$ cat src/rtl/dpsd_pkg.sv
// ----------------------------------------------------------------------------
// dpsd_pkg
// Shared types, constants and sample tables of the profile sample decoder.
// ----------------------------------------------------------------------------
package dpsd_pkg;

  typedef enum logic [3:0] {
    K_PD, K_RBT, K_TEMP, K_PRES, K_DEPTH, K_HEART, K_BEAR, K_ALARM, K_TIME,
    K_SKIP8, K_SKIPN
  } kind_e;

  typedef enum logic [1:0] {
    PH_TYPE = 2'd0,
    PH_DATA = 2'd1,
    PH_SKIP = 2'd2
  } phase_e;

  typedef enum logic [1:0] {
    ST_OK         = 2'd0,
    ST_BAD_TYPE   = 2'd1,
    ST_INCOMPLETE = 2'd2
  } status_e;

  localparam logic [0:0] REG_FORMAT = 1'b0;
  localparam logic [0:0] REG_TRIMIX = 1'b1;

  localparam logic [2:0] FMT_NIBBLE = 3'd4;
  localparam logic [15:0] RBT_RESET = 16'd99;

  typedef struct packed {
    kind_e      kind;
    logic       absol;
    logic [1:0] idx;
    logic [3:0] ntype;
    logic       ign;
    logic [1:0] extra;
  } rom_row_t;

  typedef struct packed {
    logic       valid;
    rom_row_t   row;
  } rom_hit_t;

  typedef struct packed {
    logic [23:0] sample_time;
    logic [7:0]  repeat_count;
    logic [23:0] temperature_raw;
    logic [23:0] alarm_bits;
    logic [15:0] remaining_bottom_time;
    logic [3:0]  tank_index;
    logic [23:0] pressure_raw;
    logic [15:0] heart_rate;
    logic [15:0] compass_bearing;
    logic [23:0] depth_raw;
    logic [6:0]  present_flags;
    logic [1:0]  status;
  } result_t;

  function automatic rom_row_t mk(kind_e k, logic a, logic [1:0] i, logic [3:0] n,
                                  logic g, logic [1:0] e);
    rom_row_t r;
    r.kind = k; r.absol = a; r.idx = i; r.ntype = n; r.ign = g; r.extra = e;
    return r;
  endfunction

  function automatic rom_hit_t rom_lookup(logic [2:0] fmt, logic [4:0] id);
    rom_hit_t h;
    h.valid = 1'b1;
    h.row = mk(K_PD, 1'b0, 2'd0, 4'd0, 1'b0, 2'd0);
    case (fmt)
      3'd0, 3'd1: begin
        case (id)
          5'd0: h.row = mk(K_DEPTH, 0, 0, 1, 0, 0);
          5'd1: h.row = mk(K_TEMP, 0, 0, 2, 0, 0);
          5'd2: h.row = mk(K_TIME, 1, 0, 3, 0, 0);
          5'd3: h.row = mk(K_ALARM, 1, 0, 4, 0, 0);
          5'd4: h.row = mk(K_DEPTH, 0, 0, 5, 0, 1);
          5'd5: h.row = mk(K_TEMP, 0, 0, 6, 0, 1);
          5'd6: h.row = mk(K_DEPTH, 1, 0, 7, 1, 2);
          5'd7: h.row = mk(K_TEMP, 1, 0, 8, 0, 2);
          5'd8: begin
            h.row = mk(K_ALARM, 1, 1, 9, 0, 0);
            h.valid = (fmt == 3'd1);
          end
          default: h.valid = 1'b0;
        endcase
      end
      3'd2: begin
        case (id)
          5'd0:  h.row = mk(K_PD, 0, 0, 1, 0, 1);
          5'd1:  h.row = mk(K_RBT, 0, 0, 2, 0, 0);
          5'd2:  h.row = mk(K_TEMP, 0, 0, 3, 0, 0);
          5'd3:  h.row = mk(K_PRES, 0, 0, 4, 0, 1);
          5'd4:  h.row = mk(K_DEPTH, 0, 0, 5, 0, 1);
          5'd5:  h.row = mk(K_TEMP, 0, 0, 6, 0, 1);
          5'd6:  h.row = mk(K_ALARM, 1, 0, 7, 1, 1);
          5'd7:  h.row = mk(K_TIME, 1, 0, 8, 0, 1);
          5'd8:  h.row = mk(K_DEPTH, 1, 0, 9, 1, 2);
          5'd9:  h.row = mk(K_PRES, 1, 0, 10, 1, 2);
          5'd10: h.row = mk(K_TEMP, 1, 0, 11, 1, 2);
          5'd11: h.row = mk(K_RBT, 1, 0, 12, 1, 1);
          default: h.valid = 1'b0;
        endcase
      end
      3'd3: begin
        case (id)
          5'd0:  h.row = mk(K_PD, 0, 0, 1, 0, 1);
          5'd1:  h.row = mk(K_RBT, 0, 0, 2, 0, 0);
          5'd2:  h.row = mk(K_TEMP, 0, 0, 3, 0, 0);
          5'd3:  h.row = mk(K_PRES, 0, 0, 4, 0, 1);
          5'd4:  h.row = mk(K_DEPTH, 0, 0, 5, 0, 1);
          5'd5:  h.row = mk(K_TEMP, 0, 0, 6, 0, 1);
          5'd6:  h.row = mk(K_ALARM, 1, 0, 7, 1, 1);
          5'd7:  h.row = mk(K_TIME, 1, 0, 8, 0, 1);
          5'd8:  h.row = mk(K_DEPTH, 1, 0, 9, 1, 2);
          5'd9:  h.row = mk(K_TEMP, 1, 0, 10, 1, 2);
          5'd10: h.row = mk(K_PRES, 1, 0, 11, 1, 2);
          5'd11: h.row = mk(K_PRES, 1, 1, 12, 1, 2);
          5'd12: h.row = mk(K_PRES, 1, 2, 13, 1, 2);
          5'd13: h.row = mk(K_RBT, 1, 0, 14, 1, 1);
          default: h.valid = 1'b0;
        endcase
      end
      3'd4: begin
        case (id)
          5'd0:  h.row = mk(K_DEPTH, 0, 0, 1, 0, 0);
          5'd1:  h.row = mk(K_RBT, 0, 0, 3, 0, 0);
          5'd2:  h.row = mk(K_PRES, 0, 0, 4, 0, 0);
          5'd3:  h.row = mk(K_TEMP, 0, 0, 4, 0, 0);
          5'd4:  h.row = mk(K_TIME, 1, 0, 4, 0, 0);
          5'd5:  h.row = mk(K_HEART, 0, 0, 4, 0, 0);
          5'd6:  h.row = mk(K_ALARM, 1, 0, 4, 0, 0);
          5'd7:  h.row = mk(K_ALARM, 1, 1, 8, 0, 1);
          5'd8:  h.row = mk(K_DEPTH, 1, 0, 8, 0, 2);
          5'd9:  h.row = mk(K_RBT, 1, 0, 8, 0, 1);
          5'd10: h.row = mk(K_TEMP, 1, 0, 8, 0, 2);
          5'd11: h.row = mk(K_PRES, 1, 0, 8, 0, 2);
          5'd12: h.row = mk(K_PRES, 1, 1, 8, 0, 2);
          5'd13: h.row = mk(K_PRES, 1, 2, 8, 0, 2);
          5'd14: h.row = mk(K_HEART, 1, 0, 8, 0, 1);
          5'd15: h.row = mk(K_BEAR, 1, 0, 8, 0, 2);
          5'd16: h.row = mk(K_ALARM, 1, 2, 8, 0, 1);
          5'd17: h.row = mk(K_SKIP8, 1, 0, 8, 0, 0);
          5'd18: h.row = mk(K_SKIPN, 1, 0, 8, 0, 1);
          default: h.valid = 1'b0;
        endcase
      end
      default: h.valid = 1'b0;
    endcase
    return h;
  endfunction

  function automatic logic [4:0] table_size(logic [2:0] fmt);
    logic [4:0] n;
    case (fmt)
      3'd0: n = 5'd8;
      3'd1: n = 5'd9;
      3'd2: n = 5'd12;
      3'd3: n = 5'd14;
      3'd4: n = 5'd19;
      default: n = 5'd0;
    endcase
    return n;
  endfunction

endpackage

$ cat src/rtl/dpsd_in_if.sv
// ----------------------------------------------------------------------------
// dpsd_in_if / dpsd_out_if / dpsd_cfg_if
// Valid/ready channels of the profile sample decoder.
// ----------------------------------------------------------------------------
interface dpsd_in_if;
  logic       valid;
  logic       ready;
  logic [7:0] stream_byte;
  logic       end_of_stream;
  modport source (output valid, output stream_byte, output end_of_stream, input ready);
  modport sink (input valid, input stream_byte, input end_of_stream, output ready);
endinterface

interface dpsd_out_if;
  logic              valid;
  logic              ready;
  dpsd_pkg::result_t data;
  modport source (output valid, output data, input ready);
  modport sink (input valid, input data, output ready);
endinterface

interface dpsd_cfg_if;
  logic       valid;
  logic       ready;
  logic [0:0] index;
  logic [2:0] wdata;
  modport source (output valid, output index, output wdata, input ready);
  modport sink (input valid, input index, input wdata, output ready);
endinterface

$ cat src/rtl/dive_profile_sample_decoder_top.sv
// ----------------------------------------------------------------------------
// dive_profile_sample_decoder_top
// Decodes a dive profile bitstream into sample records.
// ----------------------------------------------------------------------------
// The in channel takes one profile byte per item with an end-of-stream mark.
// The out channel gives one record per completed time step, or an error
// record after which decoding halts. The cfg channel writes the format
// (index 0) and trimix mode (index 1); any write drops a partial sample.
// Each byte is decoded in the cycle it is accepted: prefix code, table
// lookup, sign extension and accumulator update are one combinational pass,
// and the record lands in the output register, or in the skid buffer
// during a stall, on the same clock edge. Throughput is one byte per cycle
// while in_ready is high. The output register and a one-entry skid buffer
// let bytes keep flowing while the receiver stalls; in_ready drops only
// when both are full. Reset clears all accumulators, sets remaining bottom
// time to 99 and selects format 0. After the final byte, or after an error
// record, no further records appear until reset.
// ----------------------------------------------------------------------------
module dive_profile_sample_decoder_top (
  input  logic        clk_i,
  input  logic        rst_ni,
  dpsd_in_if.sink     in_if,
  dpsd_out_if.source  out_if,
  dpsd_cfg_if.sink    cfg_if
);

  logic [2:0]  fmt_q;
  logic        trimix_q;
  dpsd_pkg::phase_e phase_q, phase_d;
  logic [3:0]  ones_q, ones_d;
  logic [4:0]  entry_q, entry_d;
  logic [7:0]  left_q, left_d;
  logic [23:0] vacc_q, vacc_d;
  logic [4:0]  vbits_q, vbits_d;
  logic [23:0] time_q, time_d, temp_q, temp_d, pres_q, pres_d, dep_q, dep_d;
  logic [23:0] doff_q, doff_d, alarm_q, alarm_d;
  logic [15:0] rbt_q, rbt_d, heart_q, heart_d, bear_q, bear_d;
  logic [3:0]  tank_q, tank_d;
  logic        cal_q, cal_d, halt_q, halt_d;
  logic [6:0]  have_q, have_d;

  dpsd_pkg::result_t res, out_q, skid_q;
  logic        emit, out_vld_q, skid_vld_q;
  logic        acc, cfg_acc;

  assign in_if.ready  = !skid_vld_q;
  assign cfg_if.ready = 1'b1;
  assign acc     = in_if.valid && in_if.ready;
  assign cfg_acc = cfg_if.valid && cfg_if.ready;
  assign out_if.valid = out_vld_q;
  assign out_if.data  = out_q;

  function automatic logic [23:0] sext(logic [23:0] x, logic [4:0] n);
    logic [23:0] m;
    logic [23:0] r;
    if (n == 5'd0 || n > 5'd24) begin
      r = '0;
    end else begin
      m = 24'hFFFFFF << n;
      r = x[n - 5'd1] ? (x | m) : (x & ~m);
    end
    return r;
  endfunction

  always_comb begin
    logic [7:0]  b;
    logic        eos, hv, fin, fail, comp_any;
    logic [1:0]  fcode;
    logic [3:0]  k;
    logic [4:0]  id, nb;
    logic [5:0]  oid;
    logic [7:0]  complete;
    logic [7:0]  skip;
    logic [23:0] v, sv, val;
    logic [4:0]  sh;
    logic [6:0]  f;
    dpsd_pkg::rom_hit_t h;
    b = in_if.stream_byte;
    eos = in_if.end_of_stream;
    phase_d = phase_q; ones_d = ones_q; entry_d = entry_q; left_d = left_q;
    vacc_d = vacc_q; vbits_d = vbits_q; time_d = time_q; rbt_d = rbt_q;
    tank_d = tank_q; pres_d = pres_q; dep_d = dep_q; doff_d = doff_q;
    cal_d = cal_q; temp_d = temp_q; heart_d = heart_q; bear_d = bear_q;
    alarm_d = alarm_q; have_d = have_q; halt_d = halt_q;
    fin = 1'b0; fail = 1'b0; fcode = dpsd_pkg::ST_OK; complete = '0; skip = '0;
    emit = 1'b0; k = '0; id = '0; nb = '0; val = '0; oid = '0;
    hv = 1'b0; v = '0; sv = '0; sh = '0; f = '0;
    h = dpsd_pkg::rom_lookup(fmt_q, entry_q);
    res = '0;
    if (acc && !halt_q) begin
      case (phase_q)
        dpsd_pkg::PH_SKIP: begin
          left_d = left_q - 8'd1;
          if (left_d == 8'd0) phase_d = dpsd_pkg::PH_TYPE;
          else if (eos) begin fail = 1'b1; fcode = dpsd_pkg::ST_INCOMPLETE; end
        end
        dpsd_pkg::PH_DATA: begin
          vacc_d = {vacc_q[15:0], b};
          vbits_d = vbits_q + 5'd8;
          left_d = left_q - 8'd1;
          if (left_d != 8'd0) begin
            if (eos) begin fail = 1'b1; fcode = dpsd_pkg::ST_INCOMPLETE; end
          end else fin = 1'b1;
        end
        default: begin
          if (dpsd_pkg::table_size(fmt_q) == 5'd0) begin
            fail = 1'b1; fcode = dpsd_pkg::ST_BAD_TYPE;
          end else begin
            hv = 1'b1;
            if (fmt_q == dpsd_pkg::FMT_NIBBLE) begin
              if (!b[7]) id = 5'd0;
              else if (b[7:5] == 3'b100) id = 5'd1;
              else if (b[7:4] != 4'hF) id = {2'b00, b[6:4]};
              else id = {1'b0, b[3:0]} + 5'd7;
              h = dpsd_pkg::rom_lookup(fmt_q, id);
              if (h.row.ntype < 4'd8) begin
                nb = 5'd8 - {1'b0, h.row.ntype};
                val = {16'd0, b} & ~(24'hFFFFFF << nb);
              end
            end else begin
              k = 4'd8;
              for (int i = 7; i >= 0; i--) begin
                if (!b[i] && k == 4'd8) k = 4'(7 - i);
              end
              if (k == 4'd8) begin
                hv = 1'b0;
                ones_d = ones_q + 4'd8;
                if ({1'b0, ones_d} >= dpsd_pkg::table_size(fmt_q) || eos ||
                    ones_q[3]) begin
                  fail = 1'b1; fcode = dpsd_pkg::ST_BAD_TYPE;
                end
              end else begin
                oid = {2'b00, ones_q} + {2'b00, k};
                id = oid[4:0];
                ones_d = '0;
                h = dpsd_pkg::rom_lookup(fmt_q, id);
                nb = 5'd7 - {1'b0, k};
                val = {16'd0, b} & ~(24'hFFFFFF << nb);
              end
            end
            if (hv) begin
              if (!h.valid) begin
                fail = 1'b1; fcode = dpsd_pkg::ST_BAD_TYPE;
              end else begin
                if (h.row.ign) begin nb = '0; val = '0; end
                entry_d = id; vacc_d = val; vbits_d = nb;
                left_d = {6'd0, h.row.extra};
                if (h.row.extra != 2'd0) begin
                  if (eos) begin fail = 1'b1; fcode = dpsd_pkg::ST_INCOMPLETE; end
                  else phase_d = dpsd_pkg::PH_DATA;
                end else fin = 1'b1;
              end
            end
          end
        end
      endcase
      if (fin) begin
        v = vacc_d;
        sv = sext(v, vbits_d);
        phase_d = dpsd_pkg::PH_TYPE;
        case (h.row.kind)
          dpsd_pkg::K_PD: begin
            pres_d = pres_q + {{16{sv[15]}}, sv[15:8]};
            dep_d = dep_q + {{16{sv[7]}}, sv[7:0]};
            complete = 8'd1;
          end
          dpsd_pkg::K_RBT: begin
            if (h.row.absol) begin rbt_d = v[15:0]; have_d[2] = 1'b1; end
            else rbt_d = rbt_q + sv[15:0];
          end
          dpsd_pkg::K_TEMP: begin
            if (h.row.absol) begin temp_d = sv; have_d[0] = 1'b1; end
            else temp_d = temp_q + sv;
          end
          dpsd_pkg::K_PRES: begin
            if (h.row.absol) begin
              if (trimix_q && fmt_q == dpsd_pkg::FMT_NIBBLE) begin
                tank_d = v[15:12]; pres_d = {12'd0, v[11:0]};
              end else begin
                tank_d = {2'b00, h.row.idx}; pres_d = v;
              end
              have_d[3] = 1'b1;
            end else pres_d = pres_q + sv;
          end
          dpsd_pkg::K_DEPTH: begin
            if (h.row.absol) begin
              dep_d = v;
              if (!cal_q) begin cal_d = 1'b1; doff_d = v; end
              have_d[6] = 1'b1;
            end else dep_d = dep_q + sv;
            complete = 8'd1;
          end
          dpsd_pkg::K_HEART: begin
            if (h.row.absol) begin heart_d = v[15:0]; have_d[4] = 1'b1; end
            else heart_d = heart_q + sv[15:0];
          end
          dpsd_pkg::K_BEAR: begin
            bear_d = v[15:0]; have_d[5] = 1'b1;
          end
          dpsd_pkg::K_ALARM: begin
            sh = {h.row.idx, 3'b000};
            if (h.row.idx != 2'd3)
              alarm_d = (alarm_q & ~(24'hFF << sh)) | ({16'd0, v[7:0]} << sh);
            have_d[1] = 1'b1;
          end
          dpsd_pkg::K_TIME: complete = v[7:0];
          dpsd_pkg::K_SKIP8: skip = 8'd8;
          default: begin
            if (v[7:0] == 8'd0) begin fail = 1'b1; fcode = dpsd_pkg::ST_INCOMPLETE; end
            else skip = v[7:0] - 8'd1;
          end
        endcase
        if (!fail) begin
          if (skip != 8'd0) begin
            if (eos) begin fail = 1'b1; fcode = dpsd_pkg::ST_INCOMPLETE; end
            else begin left_d = skip; phase_d = dpsd_pkg::PH_SKIP; end
          end else if (complete != 8'd0) begin
            emit = 1'b1;
            f = have_d;
            if (f[3]) f[2] = 1'b1;
            res.sample_time = time_q;
            res.repeat_count = complete;
            res.temperature_raw = f[0] ? temp_d : '0;
            res.alarm_bits = f[1] ? alarm_d : '0;
            res.remaining_bottom_time = f[2] ? rbt_d : '0;
            res.tank_index = f[3] ? tank_d : '0;
            res.pressure_raw = f[3] ? pres_d : '0;
            res.heart_rate = f[4] ? heart_d : '0;
            res.compass_bearing = f[5] ? bear_d : '0;
            res.depth_raw = f[6] ? (dep_d - doff_d) : '0;
            res.present_flags = f;
            res.status = dpsd_pkg::ST_OK;
            time_d = time_q + {14'd0, complete, 2'b00};
            alarm_d = '0;
            have_d[1] = 1'b0; have_d[5] = 1'b0;
          end
        end
      end
      if (fail) begin
        res = '0;
        res.status = fcode;
        emit = 1'b1;
        halt_d = 1'b1;
      end
      if (eos) halt_d = 1'b1;
    end
    comp_any = cfg_acc;
    if (comp_any) begin
      phase_d = dpsd_pkg::PH_TYPE; ones_d = '0; left_d = '0;
    end
  end

  always_ff @(posedge clk_i or negedge rst_ni) begin
    if (!rst_ni) begin
      fmt_q <= '0; trimix_q <= 1'b0;
      phase_q <= dpsd_pkg::PH_TYPE; ones_q <= '0; entry_q <= '0; left_q <= '0;
      vacc_q <= '0; vbits_q <= '0; time_q <= '0; rbt_q <= dpsd_pkg::RBT_RESET;
      tank_q <= '0; pres_q <= '0; dep_q <= '0; doff_q <= '0; cal_q <= 1'b0;
      temp_q <= '0; heart_q <= '0; bear_q <= '0; alarm_q <= '0; have_q <= '0;
      halt_q <= 1'b0;
    end else begin
      if (cfg_acc) begin
        case (cfg_if.index)
          dpsd_pkg::REG_FORMAT: fmt_q <= cfg_if.wdata;
          dpsd_pkg::REG_TRIMIX: trimix_q <= cfg_if.wdata[0];
          default: ;
        endcase
      end
      phase_q <= phase_d; ones_q <= ones_d; entry_q <= entry_d; left_q <= left_d;
      vacc_q <= vacc_d; vbits_q <= vbits_d; time_q <= time_d; rbt_q <= rbt_d;
      tank_q <= tank_d; pres_q <= pres_d; dep_q <= dep_d; doff_q <= doff_d;
      cal_q <= cal_d; temp_q <= temp_d; heart_q <= heart_d; bear_q <= bear_d;
      alarm_q <= alarm_d; have_q <= have_d; halt_q <= halt_d;
    end
  end

  always_ff @(posedge clk_i or negedge rst_ni) begin
    if (!rst_ni) begin
      out_vld_q <= 1'b0;
      skid_vld_q <= 1'b0;
    end else begin
      if (!out_vld_q || out_if.ready) begin
        out_vld_q <= skid_vld_q || emit;
        skid_vld_q <= 1'b0;
      end else if (emit) begin
        skid_vld_q <= 1'b1;
      end
    end
  end

  always_ff @(posedge clk_i) begin
    if (!out_vld_q || out_if.ready) begin
      out_q <= skid_vld_q ? skid_q : res;
      if (skid_vld_q) skid_q <= res;
    end else if (emit) begin
      skid_q <= res;
    end
  end

  a_skid_only_when_stalled: assert property (@(posedge clk_i) disable iff (!rst_ni)
    $rose(skid_vld_q) |-> $past(out_vld_q && !out_if.ready))
    else $error("skid filled without a stall");
  a_no_accept_when_full: assert property (@(posedge clk_i) disable iff (!rst_ni)
    skid_vld_q |-> !acc)
    else $error("item accepted with full skid");
  a_halt_sticky: assert property (@(posedge clk_i) disable iff (!rst_ni)
    halt_q |=> halt_q)
    else $error("halt cleared without reset");
  a_error_halts: assert property (@(posedge clk_i) disable iff (!rst_ni)
    (emit && res.status != dpsd_pkg::ST_OK) |=> halt_q)
    else $error("error record without halt");

endmodule
$ cat src/flat_wrapper.sv
// flat-port wrapper written by rule: the top's interface ports become plain ports
module dive_profile_sample_decoder_top_flat 
  (clk_i, rst_ni, in_if_valid, in_if_stream_byte, in_if_end_of_stream, in_if_ready, out_if_valid, out_if_data, out_if_ready, cfg_if_valid, cfg_if_index, cfg_if_wdata, cfg_if_ready);
  dpsd_in_if in_if_i ();
  dpsd_out_if out_if_i ();
  dpsd_cfg_if cfg_if_i ();
  input  logic clk_i;
  input  logic rst_ni;
  input wire logic [$bits(in_if_i.valid)-1:0] in_if_valid;
  input wire logic [$bits(in_if_i.stream_byte)-1:0] in_if_stream_byte;
  input wire logic [$bits(in_if_i.end_of_stream)-1:0] in_if_end_of_stream;
  output wire logic [$bits(in_if_i.ready)-1:0] in_if_ready;
  output wire logic [$bits(out_if_i.valid)-1:0] out_if_valid;
  output wire logic [$bits(out_if_i.data)-1:0] out_if_data;
  input wire logic [$bits(out_if_i.ready)-1:0] out_if_ready;
  input wire logic [$bits(cfg_if_i.valid)-1:0] cfg_if_valid;
  input wire logic [$bits(cfg_if_i.index)-1:0] cfg_if_index;
  input wire logic [$bits(cfg_if_i.wdata)-1:0] cfg_if_wdata;
  output wire logic [$bits(cfg_if_i.ready)-1:0] cfg_if_ready;
  assign in_if_i.valid = in_if_valid;
  assign in_if_i.stream_byte = in_if_stream_byte;
  assign in_if_i.end_of_stream = in_if_end_of_stream;
  assign in_if_ready = in_if_i.ready;
  assign out_if_valid = out_if_i.valid;
  assign out_if_data = out_if_i.data;
  assign out_if_i.ready = out_if_ready;
  assign cfg_if_i.valid = cfg_if_valid;
  assign cfg_if_i.index = cfg_if_index;
  assign cfg_if_i.wdata = cfg_if_wdata;
  assign cfg_if_ready = cfg_if_i.ready;
  dive_profile_sample_decoder_top u_core (.clk_i(clk_i), .rst_ni(rst_ni), .in_if(in_if_i), .out_if(out_if_i), .cfg_if(cfg_if_i));
endmodule
$ cat config.mk
export PLATFORM = sky130hd
export DESIGN_NAME = dive_profile_sample_decoder_top_flat
export DESIGN_NICKNAME = d
export VERILOG_FILES = /design/src/rtl/dpsd_pkg.sv /design/src/rtl/dpsd_in_if.sv /design/src/rtl/dive_profile_sample_decoder_top.sv /design/src/flat_wrapper.sv
export SDC_FILE = /design/constraint.sdc
export NUM_CORES = 2
export LEC_CHECK = 0
export ABC_AREA = 1
export BUFFER_PORTS_ARGS = -buffer_cell sky130_fd_sc_hd__clkbuf_2
export CAP_MARGIN = 20
export CORE_UTILIZATION = 55
export DETAILED_ROUTE_END_ITERATION = 8
export MAX_ROUTING_LAYER = met4
export PLACE_DENSITY = 0.73
export SLEW_MARGIN = 25
export SYNTH_ARGS = -nofsm -noshare
export SYNTH_HDL_FRONTEND = slang
export SYNTH_SLANG_ARGS = --single-unit
$ cat constraint.sdc
create_clock -name clk_i -period 17.9 [get_ports clk_i]
set_clock_uncertainty 0.15 [all_clocks]
set_input_delay 0 -clock clk_i [delete_from_list [all_inputs] [get_ports clk_i]]
set_output_delay 0 -clock clk_i [all_outputs]
set_load 0.01 [all_outputs]
==> flow_metrics.py <==
metrics = {
    "routing": {
        "drt_iter0_drc": 4169,
        "wl_per_cell_um": 20.5,
        "vias": 36821,
        "dr.pass1.iters": 6,
        "drc": 0,
        "wl_mm": 129,
        "via_per_inst": 5.85,
        "ant_nets": 0,
    },
    "synth": {
        "yosysMostFrequentCell": "nand2_1",
        "synth-seq-cells": 628,
        "yosysTopAreaCell": "edfxtp_1",
        "yosysWarnings": 0,
        "synth_adder_area_share_pct": 5.48,
        "synthTopCellsByCount": "nand2_1, nor2_1, inv_1",
        "synthesis.area_sq_um": 40200,
        "netlist_instances": 5125,
        "synth_xor_area_share_pct": 2.55,
        "synthTopCellsByArea": "edfxtp_1, dfrtp_1, nand2_1",
        "synthArstFlopShare_pct": 40.4,
        "yosys.area_share.simple_pct": 23.5,
        "yosysUniqueCellTypes": 87,
        "synth_top_family_by_area": "simple AND/OR/NAND/NOR gates",
        "synthMuxAreaShare_pct": 0.476,
        "synthFlopType": "edfxtp_1",
        "avgSynthCellArea_sq_um": 7.84,
        "synth_edf_count": 374,
        "synth_top_area_share_pct": 27.9,
        "synth_compound_area_share_pct": 16.2,
        "yosysSeqAreaShare_pct": 43.8,
    },
    "cells_and_area": {
        "synthToLayoutAreaGrowth_pct": 11.1,
        "finalNetCount": 5479,
        "drive_gt1_share_pct": 10.8,
        "fin_util_pct": 62.1,
    },
    "timing": {
        "rsz0062_at_grt": "no",
        "fin_ws_ns": 7.42,
        "max_slew_margin_pct": 29.6,
        "fmax_ghz": 0.0954,
        "tightest_slew_ns": 1.04,
        "setup_viol": 0,
        "timing.hold.ws_ns": 0.0409,
        "period_minus_slack_ns": 10.48,
        "finalMaxSlewViolations": 0,
        "period_share_pct": 58.6,
        "hold_viol_final": 0,
        "fin_setup_tns_ns": 0,
    },
    "placed_design": {
        "gp_congestion": 1.01,
        "hpwl_mm": 93.8,
        "place_ws_ns": 7.58,
        "io_buffers": 206,
    },
    "clocking": {
        "clkSinkCount": 628,
        "root_buffer": "clkbuf_16",
        "cts_buffers": 71,
        "cts_hold_buf": 21,
        "clk_latency_ns": 0.64,
        "cts_tree": "yes",
        "cts_resized": 0,
        "cts_setup_buffers": 0,
        "htree_levels": 3,
        "path_clk_slew_ns": 0.06,
        "clk_path_buf_depth": 3,
    },
    "global_route": {
        "gr-usage-all-layers_pct": 35.3,
        "antenna_found_initial": 2,
        "overflow": 0,
        "grt_max_degree": 149,
        "grt_pass1_vias": 33560,
        "grt_first_pass_wirelength_mm": 196,
    },
    "worst_setup_path": {
        "crit_start": "in_if_stream_byte[7]",
        "start_kind": "input pin",
        "rr_worst_depth": 67,
        "crit_required_ns": 18.12,
        "timing.critical_path.mode_cell": "nand2_1",
        "r2r_end": "u_core.out_if.data[30]$_DFFE_PN_",
        "slowest_stage": "dlygate4sd3_1",
        "worstSetupEndpointType": "flip-flop",
        "critical-path-max-stage-delay_ns": 0.56,
        "worstPathArrival_ns": 10.70,
        "r2r_start": "u_core.entry_q[3]$_DFFE_PN0P_",
        "critPathMaxFanout": 27,
        "worstSetupPathType": "input pin to flip-flop",
        "r2r_slack_ns": 7.69,
    },
    "worst_hold_path": {
        "hp-start": "in_if_stream_byte[2]",
        "worstHoldPathCells": 7,
        "hold_end": "u_core.entry_q[2]$_DFFE_PN0P_",
        "hold_path_class": "input pin to flip-flop",
    },
    "flow_run": {
        "drv_cap": 0,
    },
    "floorplan": {
        "row_count": 98,
        "die_area_sq_um": 74200,
        "die_w_um": 272,
        "start_util_pct": 55.9,
        "die_y_um": 272,
        "coreArea_sq_um": 71900,
        "ios": 210,
    },
    "power_and_ir_drop": {
        "leakagePower_nw": 20.4,
        "ir_drop_mv": 0.0989,
        "pwr_density_cell_nw_per_um2": 166,
    },
    "outcome": {
        "status": "finished, final reports clean",
    },
}
cell type report:
| type | instances | area [sq um] |
|---|---|---|
| clock inverter | 27 | 322 |
| sequential | 628 | 17600 |
| fill | 6465 | 27200 |
| inverter | 624 | 2360 |
| timing repair buffer | 275 | 1670 |
| clock buffer | 103 | 2030 |
| multi-input combinational | 3686 | 19500 |
| antenna | 2 | 5.00 |
| tap | 950 | 1190 |
layer usage:
metal,share of wire (%),wire length (um),vias up,track usage [%]
li1,-,-,17527,-
met4,3.0,3840,0,10.6
met1,44,57300,17386,50.2
met3,9.0,11500,233,5.70
met5,0,0,-,-
met2,44,56200,1675,51.8
cell usage in the layout, fill, tap and decap left out, types with 87 or more instances in the layout:
master    instances
o21ai_0         529
nand3_1         263
clkbuf_2        205
ha_1            173
edfxtp_1        374
a21oi_1         282
xor2_1           87
nand2_1        1074
nor2_1          647
inv_1           574
dfrtp_1         249
critical path, delay by kind of cell:
family,cells,cell delay [ns]
adder cells (fa/ha/maj),6,1.89
AND/OR/NAND/NOR,43,5.29
XOR/XNOR,1,0.09
buffers and inverters,10,1.96
AO/OA/AOI/OAI,10,1.43
state kept, by name (all words and copies together), names as in the netlist, 2 cells and up:
register and cells:
u_core.pres_q 24, u_core.rbt_q 16, u_core.temp_q 24, u_core.time_q 22, u_core.heart_q 16, u_core.tank_q 4
u_core.doff_q 24, u_core.bear_q 16, u_core.alarm_q 24, u_core.vbits_q 5, u_core.vacc_q 24, u_core.out_if.data 187
u_core.fmt_q 3, u_core.phase_q 2, u_core.have_q 7, u_core.entry_q 5, u_core.left_q 8, u_core.dep_q 24
u_core.skid_q 187
report_power, final:
group	switching, mW	internal [mW]
logic	3.03	1.39
clock network	0.626	0.856
registers	0.00166	1.52
total	3.66	3.77
worst max-delay path by stage:
stage	to	slack (ns)	depth (start not counted)
after floorplan	u_core.skid_q[0]$_DFFE_PP_	1.52	2
after global placement	u_core.out_if.data[30]$_DFFE_PN_	7.76	69
after detailed placement	u_core.out_if.data[30]$_DFFE_PN_	7.58	69
after CTS	u_core.out_if.data[30]$_DFFE_PN_	7.59	70
after global routing	u_core.out_if.data[30]$_DFFE_PN_	6.44	70
final	u_core.out_if.data[30]$_DFFE_PN_	7.42	70
stage by stage:
step | std cells | power (mW) | instance area [sq um]
floorplan | 5127 | 4.65 | 40200
global placement | 6141 | 5.78 | 42000
detailed placement | 6141 | 5.80 | 42000
CTS | 6292 | 7.31 | 44600
global route | 6295 | 7.91 | 44600
finish | 6295 | 7.43 | 44600
cell families after synthesis:
family | after synthesis
buffers and inverters | 813
AO/OA/AOI/OAI | 1141
other | 2
flip-flops | 628
XOR/XNOR | 116
adder cells (fa/ha/maj) | 175
AND/OR/NAND/NOR | 2233
multiplexers | 17
Note: power is estimated with default switching activity, not from simulation.
